--- config.mk ---
export PLATFORM = sky130hd
export DESIGN_NAME = hacc_ctrl
export DESIGN_NICKNAME = d
export VERILOG_FILES = /design/src/hw/rtl/hacc_pkg.sv /design/src/hw/rtl/hacc_ctrl.sv
export SDC_FILE = /design/constraint.sdc
export NUM_CORES = 1
export LEC_CHECK = 0
export ABC_CLOCK_PERIOD_IN_PS = 1400
export BUFFER_PORTS_ARGS = -buffer_cell sky130_fd_sc_hd__buf_2
export CAP_MARGIN = 5
export CORE_AREA = 5 5 42 44
export CTS_BUF_LIST = sky130_fd_sc_hd__clkbuf_8
export CTS_CLUSTER_SIZE = 40
export DETAILED_ROUTE_END_ITERATION = 10
export DIE_AREA = 0 0 47 49
export PLACE_DENSITY = 0.4
export SKIP_LAST_GASP = 1
export SLEW_MARGIN = 20
export SYNTH_ARGS = -nofsm -noshare
export SYNTH_HDL_FRONTEND = slang
export SYNTH_SLANG_ARGS = --single-unit
--- constraint.sdc ---
create_clock -name i_clk -period 1.4 [get_ports i_clk]
set_clock_uncertainty 0.1 [all_clocks]
set_input_delay 0.21 -clock i_clk [delete_from_list [all_inputs] [get_ports i_clk]]
set_output_delay 0.21 -clock i_clk [all_outputs]
set_load 0.005 [all_outputs]
--- src/hw/rtl/hacc_pkg.sv ---
// Shared types and constants for the histogram accumulator.
// Used by the controller, the datapath and the top level; no dependencies.
package hacc_pkg;

    // Default number of bin index bits (2^12 bins).
    localparam int DEF_BIN_BITS = 12;

    // Fixed field widths of the request and result items.
    localparam int REQ_W      = 2;
    localparam int BIN_W      = 16;
    localparam int CNT_W      = 32;
    localparam int PEAK_BIN_W = 12;

    // Request codes. The unused code behaves as a read.
    localparam logic [REQ_W-1:0] REQ_FILL  = 2'd0;
    localparam logic [REQ_W-1:0] REQ_READ  = 2'd1;
    localparam logic [REQ_W-1:0] REQ_CLEAR = 2'd2;

    typedef enum logic [2:0] {
        ST_INIT,
        ST_IDLE,
        ST_RESP,
        ST_MODIFY,
        ST_CLEAR
    } t_state;

    // Commands from the controller to the datapath.
    typedef struct packed {
        logic accept;
        logic clr_step;
        logic finish;
    } t_dp_cmd;

    // Status from the datapath to the controller.
    typedef struct packed {
        logic new_clear;
        logic new_in_range;
        logic clr_last;
    } t_dp_sts;

endpackage

--- src/hw/rtl/hacc_ctrl.sv ---
// Controller state machine of the histogram accumulator.
// Depends on hacc_pkg for the state type and the command and status structs.
module hacc_ctrl (
    input  logic              i_clk,
    input  logic              i_rst_n,
    input  logic              start,
    input  hacc_pkg::t_dp_sts i_sts,
    output hacc_pkg::t_dp_cmd o_cmd,
    output logic              busy
);
    import hacc_pkg::*;

    t_state r_state;
    t_state n_state;

    always_ff @(posedge i_clk) begin
        if (!i_rst_n) begin
            r_state <= ST_INIT;
        end else begin
            r_state <= n_state;
        end
    end

    always_comb begin
        n_state = r_state;
        case (r_state)
            ST_INIT: begin
                if (i_sts.clr_last) begin
                    n_state = ST_IDLE;
                end
            end
            ST_IDLE: begin
                if (start) begin
                    if (i_sts.new_clear) begin
                        n_state = ST_CLEAR;
                    end else if (i_sts.new_in_range) begin
                        n_state = ST_MODIFY;
                    end else begin
                        n_state = ST_RESP;
                    end
                end
            end
            ST_RESP:   n_state = ST_IDLE;
            ST_MODIFY: n_state = ST_IDLE;
            ST_CLEAR: begin
                if (i_sts.clr_last) begin
                    n_state = ST_IDLE;
                end
            end
            default:   n_state = ST_IDLE;
        endcase
    end

    always_comb begin
        o_cmd = '0;
        busy  = 1'b1;
        case (r_state)
            ST_INIT: begin
                o_cmd.clr_step = 1'b1;
            end
            ST_IDLE: begin
                busy         = 1'b0;
                o_cmd.accept = start;
            end
            ST_RESP: begin
                o_cmd.finish = 1'b1;
            end
            ST_MODIFY: begin
                o_cmd.finish = 1'b1;
            end
            ST_CLEAR: begin
                o_cmd.clr_step = 1'b1;
                o_cmd.finish   = i_sts.clr_last;
            end
            default: begin
                busy = 1'b1;
            end
        endcase
    end

endmodule

## Word level (Yosys, flattened, before mapping)

Cells that the tools add are included.

- Register bits after elaboration: 3
- Word-level logic and storage cells: 20

- Multiplexer cells: 9
- Reduce and logical (&&, ||, !) cells: 4
- Equality and inequality tests: 6

Operators by type and width:

| cell | number |
|---|---|
| two-way mux 3 bit | 3 |
| equality test 3 x 2 -> 1 bit, second input constant | 2 |
| one-hot mux 3 bit (2 select lines) | 1 |
| two-way mux 1 bit | 4 |
| OR reduction 2 bit | 2 |
| equality test 3 x 1 -> 1 bit, second input constant | 1 |
| equality test 3 bit, second input constant | 1 |
| logical NOT 3 bit | 1 |
| inequality test 2 x 1 -> 1 bit, second input constant | 1 |
| inequality test 2 bit, second input constant | 1 |
| one-hot mux 1 bit (2 select lines) | 1 |
| AND reduction 2 bit | 1 |

## Depth between registers and ports, before layout

- Depth after elaboration: 4
- Mapped depth: 2
- Depth with buffers taken out: 2

## Worst setup path before layout

Ideal clock, no wire load.

- Path type: register to register
- From: reg r_state[1]
- To: reg r_state[1]
- Buffers on the path: 0
- Data required time: 1.184 ns
- Setup slack: 0.386 ns
- Arrival: 0.798 ns
- Cell stages (with the launch flop): 3
- Path through: dfxtp_1 and4bb_2 and3b_1

- Cells in the longest elaborated chain, start to end: 4
- Elaborated cells between the ends (all ways): 8
- Classes of those cells: 4 x eq/ne; 1 x mux; 3 x reduce/logical

RTL lines:

| item | line | RTL |
|---|---|---|
| from (decl) | hacc_ctrl.sv:13 | `t_state r_state;` |
| from (signal assigned) | hacc_ctrl.sv:20 | `r_state <= n_state;` |
| equality test 3 bit or logical NOT 3 bit (tied branches) | hacc_ctrl.sv:26 | `case (r_state)` |
| OR reduction 2 bit (no line) | - |  |
| inequality test 2 x 1 -> 1 bit (no line) | - |  |
| AND reduction 2 bit (no line) | - |  |

Parallel ways exist; a longest one is shown, timed or not.
A chain may end at the register's enable or synchronous reset.

==> impl_metrics.csv <==
group,metric,value,unit
sta,fin_setup_tns,0,ns
critical_path,cpMaxStageDelayCell,"dfxtp_1",
logic_synthesis,synth_edf_count,0,
hold_path,min-delay-start,"i_sts[1]",
sta,rsz0062_at_grt,"false",
logic_synthesis,syn_inst,17,
layout,regMostFlops,"r_state",
routing,postRouteAntennaNets,0,
routing,drc,0,
clock_network,tritoncts,"done",
layout,drive_above_1_share,0.467,
grt,grt_pass1_wl,703,um
critical_path,path_buf_inv,1,
logic_synthesis,yosysUniqueCellTypes,12,
logic_synthesis,synth_area_leaders,"dfxtp_1 (38%), and4bb_2 (7.9%), nand2b_1 (7.9%), a21oi_1 (6.3%), mux2i_1 (6.3%)",
sta,max-slew-margin-rel,0.859,
sta,finalWorstSetupSlack,0.0729,ns
sta,drv_slew,0,
power_and_ir_drop,p_int,0.296,mW
logic_synthesis,yosysSeqAreaShare,0.381,
layout,largest_registers,"r_state: 3 flops",
floorplan,core-area,0.00140,mm2
sta,fin_crit_sh,0.948,
critical_path,ff2ff_setup_slack,0.34,ns
floorplan,die_area,0.00230,mm2
grt,grt_max_degree,8,
hold_path,hold_end,"r_state[0]$_SDFFE_PN0P_",
clock_network,cts_buffer_depth,2,
routing,vias,172,
floorplan,die_w,47,um
grt,grt_pass1_vias,181,
logic_synthesis,synth.top_cells.by_count,"dfxtp_1 (3), a21oi_1 (2), nand2b_1 (2), nor2_1 (2)",
hold_path,hold_path_class,"in -> reg",
critical_path,reg2reg_from,"r_state[2]$_SDFFE_PN0P_",
routing,dr.first_iter.drc_count,2,
critical_path,worst_r2r_path_depth,2,
floorplan,start_util,0.112,
grt,grt.total_usage,0.0471,
grt,grt_overflow_total,0,
critical_path,end_kind,"output port",
layout,fillers,165,
routing,wl,434,um
layout,areaGrowthSynthToFinish,70.6,%
logic_synthesis,synth_most_common_cell,"dfxtp_1",
clock_network,cts.sinks,3,
sta,setup_violations,0,
critical_path,critPathMaxStageDelay,0.40,ns
logic_synthesis,netlist.area_leader.share,0.381,
critical_path,crit_chain,"and4bb_2, buf_2",
logic_synthesis,syn_area_per_cell,9.27,um2
power_and_ir_drop,ir_worst_vdd,0.000426,V
clock_network,root_buffer,"clkbuf_8",
power_and_ir_drop,power_frac_comb,0.089,
hold_path,whs_path_depth,3,
layout,fin_nets,37,
layout,multi_input_area,97.6,um2
critical_path,cp.arrival,1.02,ns
clock_network,htree_num_levels,1,
critical_path,critical_path_class,"reg -> out",
layout,diodes,0,
logic_synthesis,ys_warn_count,0,
placed_design,port_buffers,9,
job,cap_violations,0,
clock_network,cts_buffers,3,
critical_path,setup.worst_path.start_class,"flop",
logic_synthesis,synth_nets,23,
logic_synthesis,ys_seq_elements,3,
layout,seq_area,61.3,um2
sta,hold_violations,0,
sta,layout_min_cycle_time,1.33,ns
critical_path,required,1.09,ns
logic_synthesis,synthesis.area,158,um2
clock_network,postCtsSetupBuffers,0,
routing,routedWlPerCell,9.43,um
power_and_ir_drop,power_leakage,0.121,nW
sta,fmax,754,MHz
layout,largest_reg_flops,3,
power_and_ir_drop,power.net_switching,0.0764,mW
floorplan,num_rows,14,
grt,antenna_found_initial,0,
power_and_ir_drop,clkPwrFrac,0.652,
placed_design,pre_cts_ws,0.292,ns
critical_path,critPathMaxFanout,6,
routing,vias_per_cell,3.74,
power_and_ir_drop,seq_power_share,0.260,
power_and_ir_drop,total_power,0.373,mW
routing,dr.pass1.iters,4,
logic_synthesis,async_reset_ff_frac,0,
floorplan,die_h,49,um
run_status,status,"finished, final reports clean",
power_and_ir_drop,p_sw_frac,0.205,
critical_path,r2r-end,"r_state[2]$_SDFFE_PN0P_",
placed_design,gp_congestion,0.662,
logic_synthesis,yosysTopAreaCell,"dfxtp_1",
clock_network,insertion_delay,0.21,ns
placed_design,hpwl,335,um
floorplan,io_pins,10,
logic_synthesis,ys.flop_type,"dfxtp_1",
clock_network,cts_hold_buf,0,
sta,tightest_slew,0.209,ns
power_and_ir_drop,p_per_area,1390,mW/mm2
clock_network,clk_pin_slew,0.03,ns
critical_path,critPathTopFamily,"flip-flops",
-- tightest hold or removal path, cell delays in order --
cell and delay [ns]:
buf_2 0.09, nand2b_1 0.06, a21oi_1 0.05
-- metal layers --
layer  share of wire  wire [um]  up-vias  global-route usage
met1            0.49        211       68              0.0526
met4           0.048         21        0              0.0691
met3            0.18         80        3              0.0258
met2            0.28        120       13              0.0475
li1                -          -       88                   -
met5               0          0        -                   0
-- power by group through the flow --
stage	logic [mW]	clock network [mW]	registers [mW]
after floorplan	0.0148	0	0.0957
after global placement	0.0339	0	0.0973
after detailed placement	0.0332	0	0.0974
after CTS	0.0335	0.251	0.0963
after global routing	0.0370	0.266	0.0980
final	0.0330	0.243	0.0968
-- cells in the final DEF (no fill, tap or decap) --
cell      n
dfxtp_2   1
dfxtp_1   2
nand3b_1  1
nand2_1   1
and3b_1   1
o31ai_1   1
buf_2     9
or3b_1    1
a21oi_1   2
nor2_1    2
inv_1     1
and4bb_2  1
nand2b_1  2
nand4b_1  1
clkbuf_8  3
mux2i_1   1
-- how the worst max path moves through the flow --
| stage | from | to | slack (ns) | cells past startpoint |
|---|---|---|---|---|
| after detailed placement | r_state[0]$_SDFFE_PN0P_ | o_cmd[2] | 0.29 | 2 |
| after floorplan | r_state[1]$_SDFFE_PN0P_ | r_state[1]$_SDFFE_PN0P_ | 0.39 | 2 |
| after global placement | r_state[0]$_SDFFE_PN0P_ | o_cmd[2] | 0.30 | 2 |
| final | r_state[1]$_SDFFE_PN0P_ | o_cmd[2] | 0.07 | 2 |
| after global routing | r_state[1]$_SDFFE_PN0P_ | o_cmd[2] | 0.03 | 2 |
| after CTS | r_state[0]$_SDFFE_PN0P_ | o_cmd[2] | 0.06 | 2 |
-- stage by stage --
step | hold WS (ns) | cells | area [um2] | util
global placement | 0.383 | 42 | 223 | 0.159
CTS | 0.148 | 46 | 268 | 0.191
detailed placement | 0.373 | 42 | 223 | 0.159
finish | 0.143 | 46 | 269 | 0.192
floorplan | 0.239 | 17 | 158 | -
global route | 0.153 | 46 | 269 | 0.192
-- kinds of logic (layout without fill, tap and decap cells) --
| kind of cell | after synthesis | in the layout | synth area share |
|---|---|---|---|
| mux | 1 | 1 | 0.0635 |
| simple gates | 10 | 10 | 0.444 |
| buf+inv | 0 | 13 | 0 |
| flops | 3 | 3 | 0.381 |
| compound gates | 3 | 3 | 0.111 |
-- cell type report --
type                       instances  area share
timing repair buffer               9       0.167
clock buffer                       3       0.153
multi-input combinational         14       0.363
sequential                         3       0.228
tap                               16      0.0744
clock inverter                     1      0.0140
-- repair_timing --
item | 4_1_cts | 5_1_grt
gates resized for setup | 0 | 1
setup endpoints to repair | 0 | 1
endpoints found under the hold margin | 0 | 0
No activity file was read; power rests on OpenSTA's default activity.
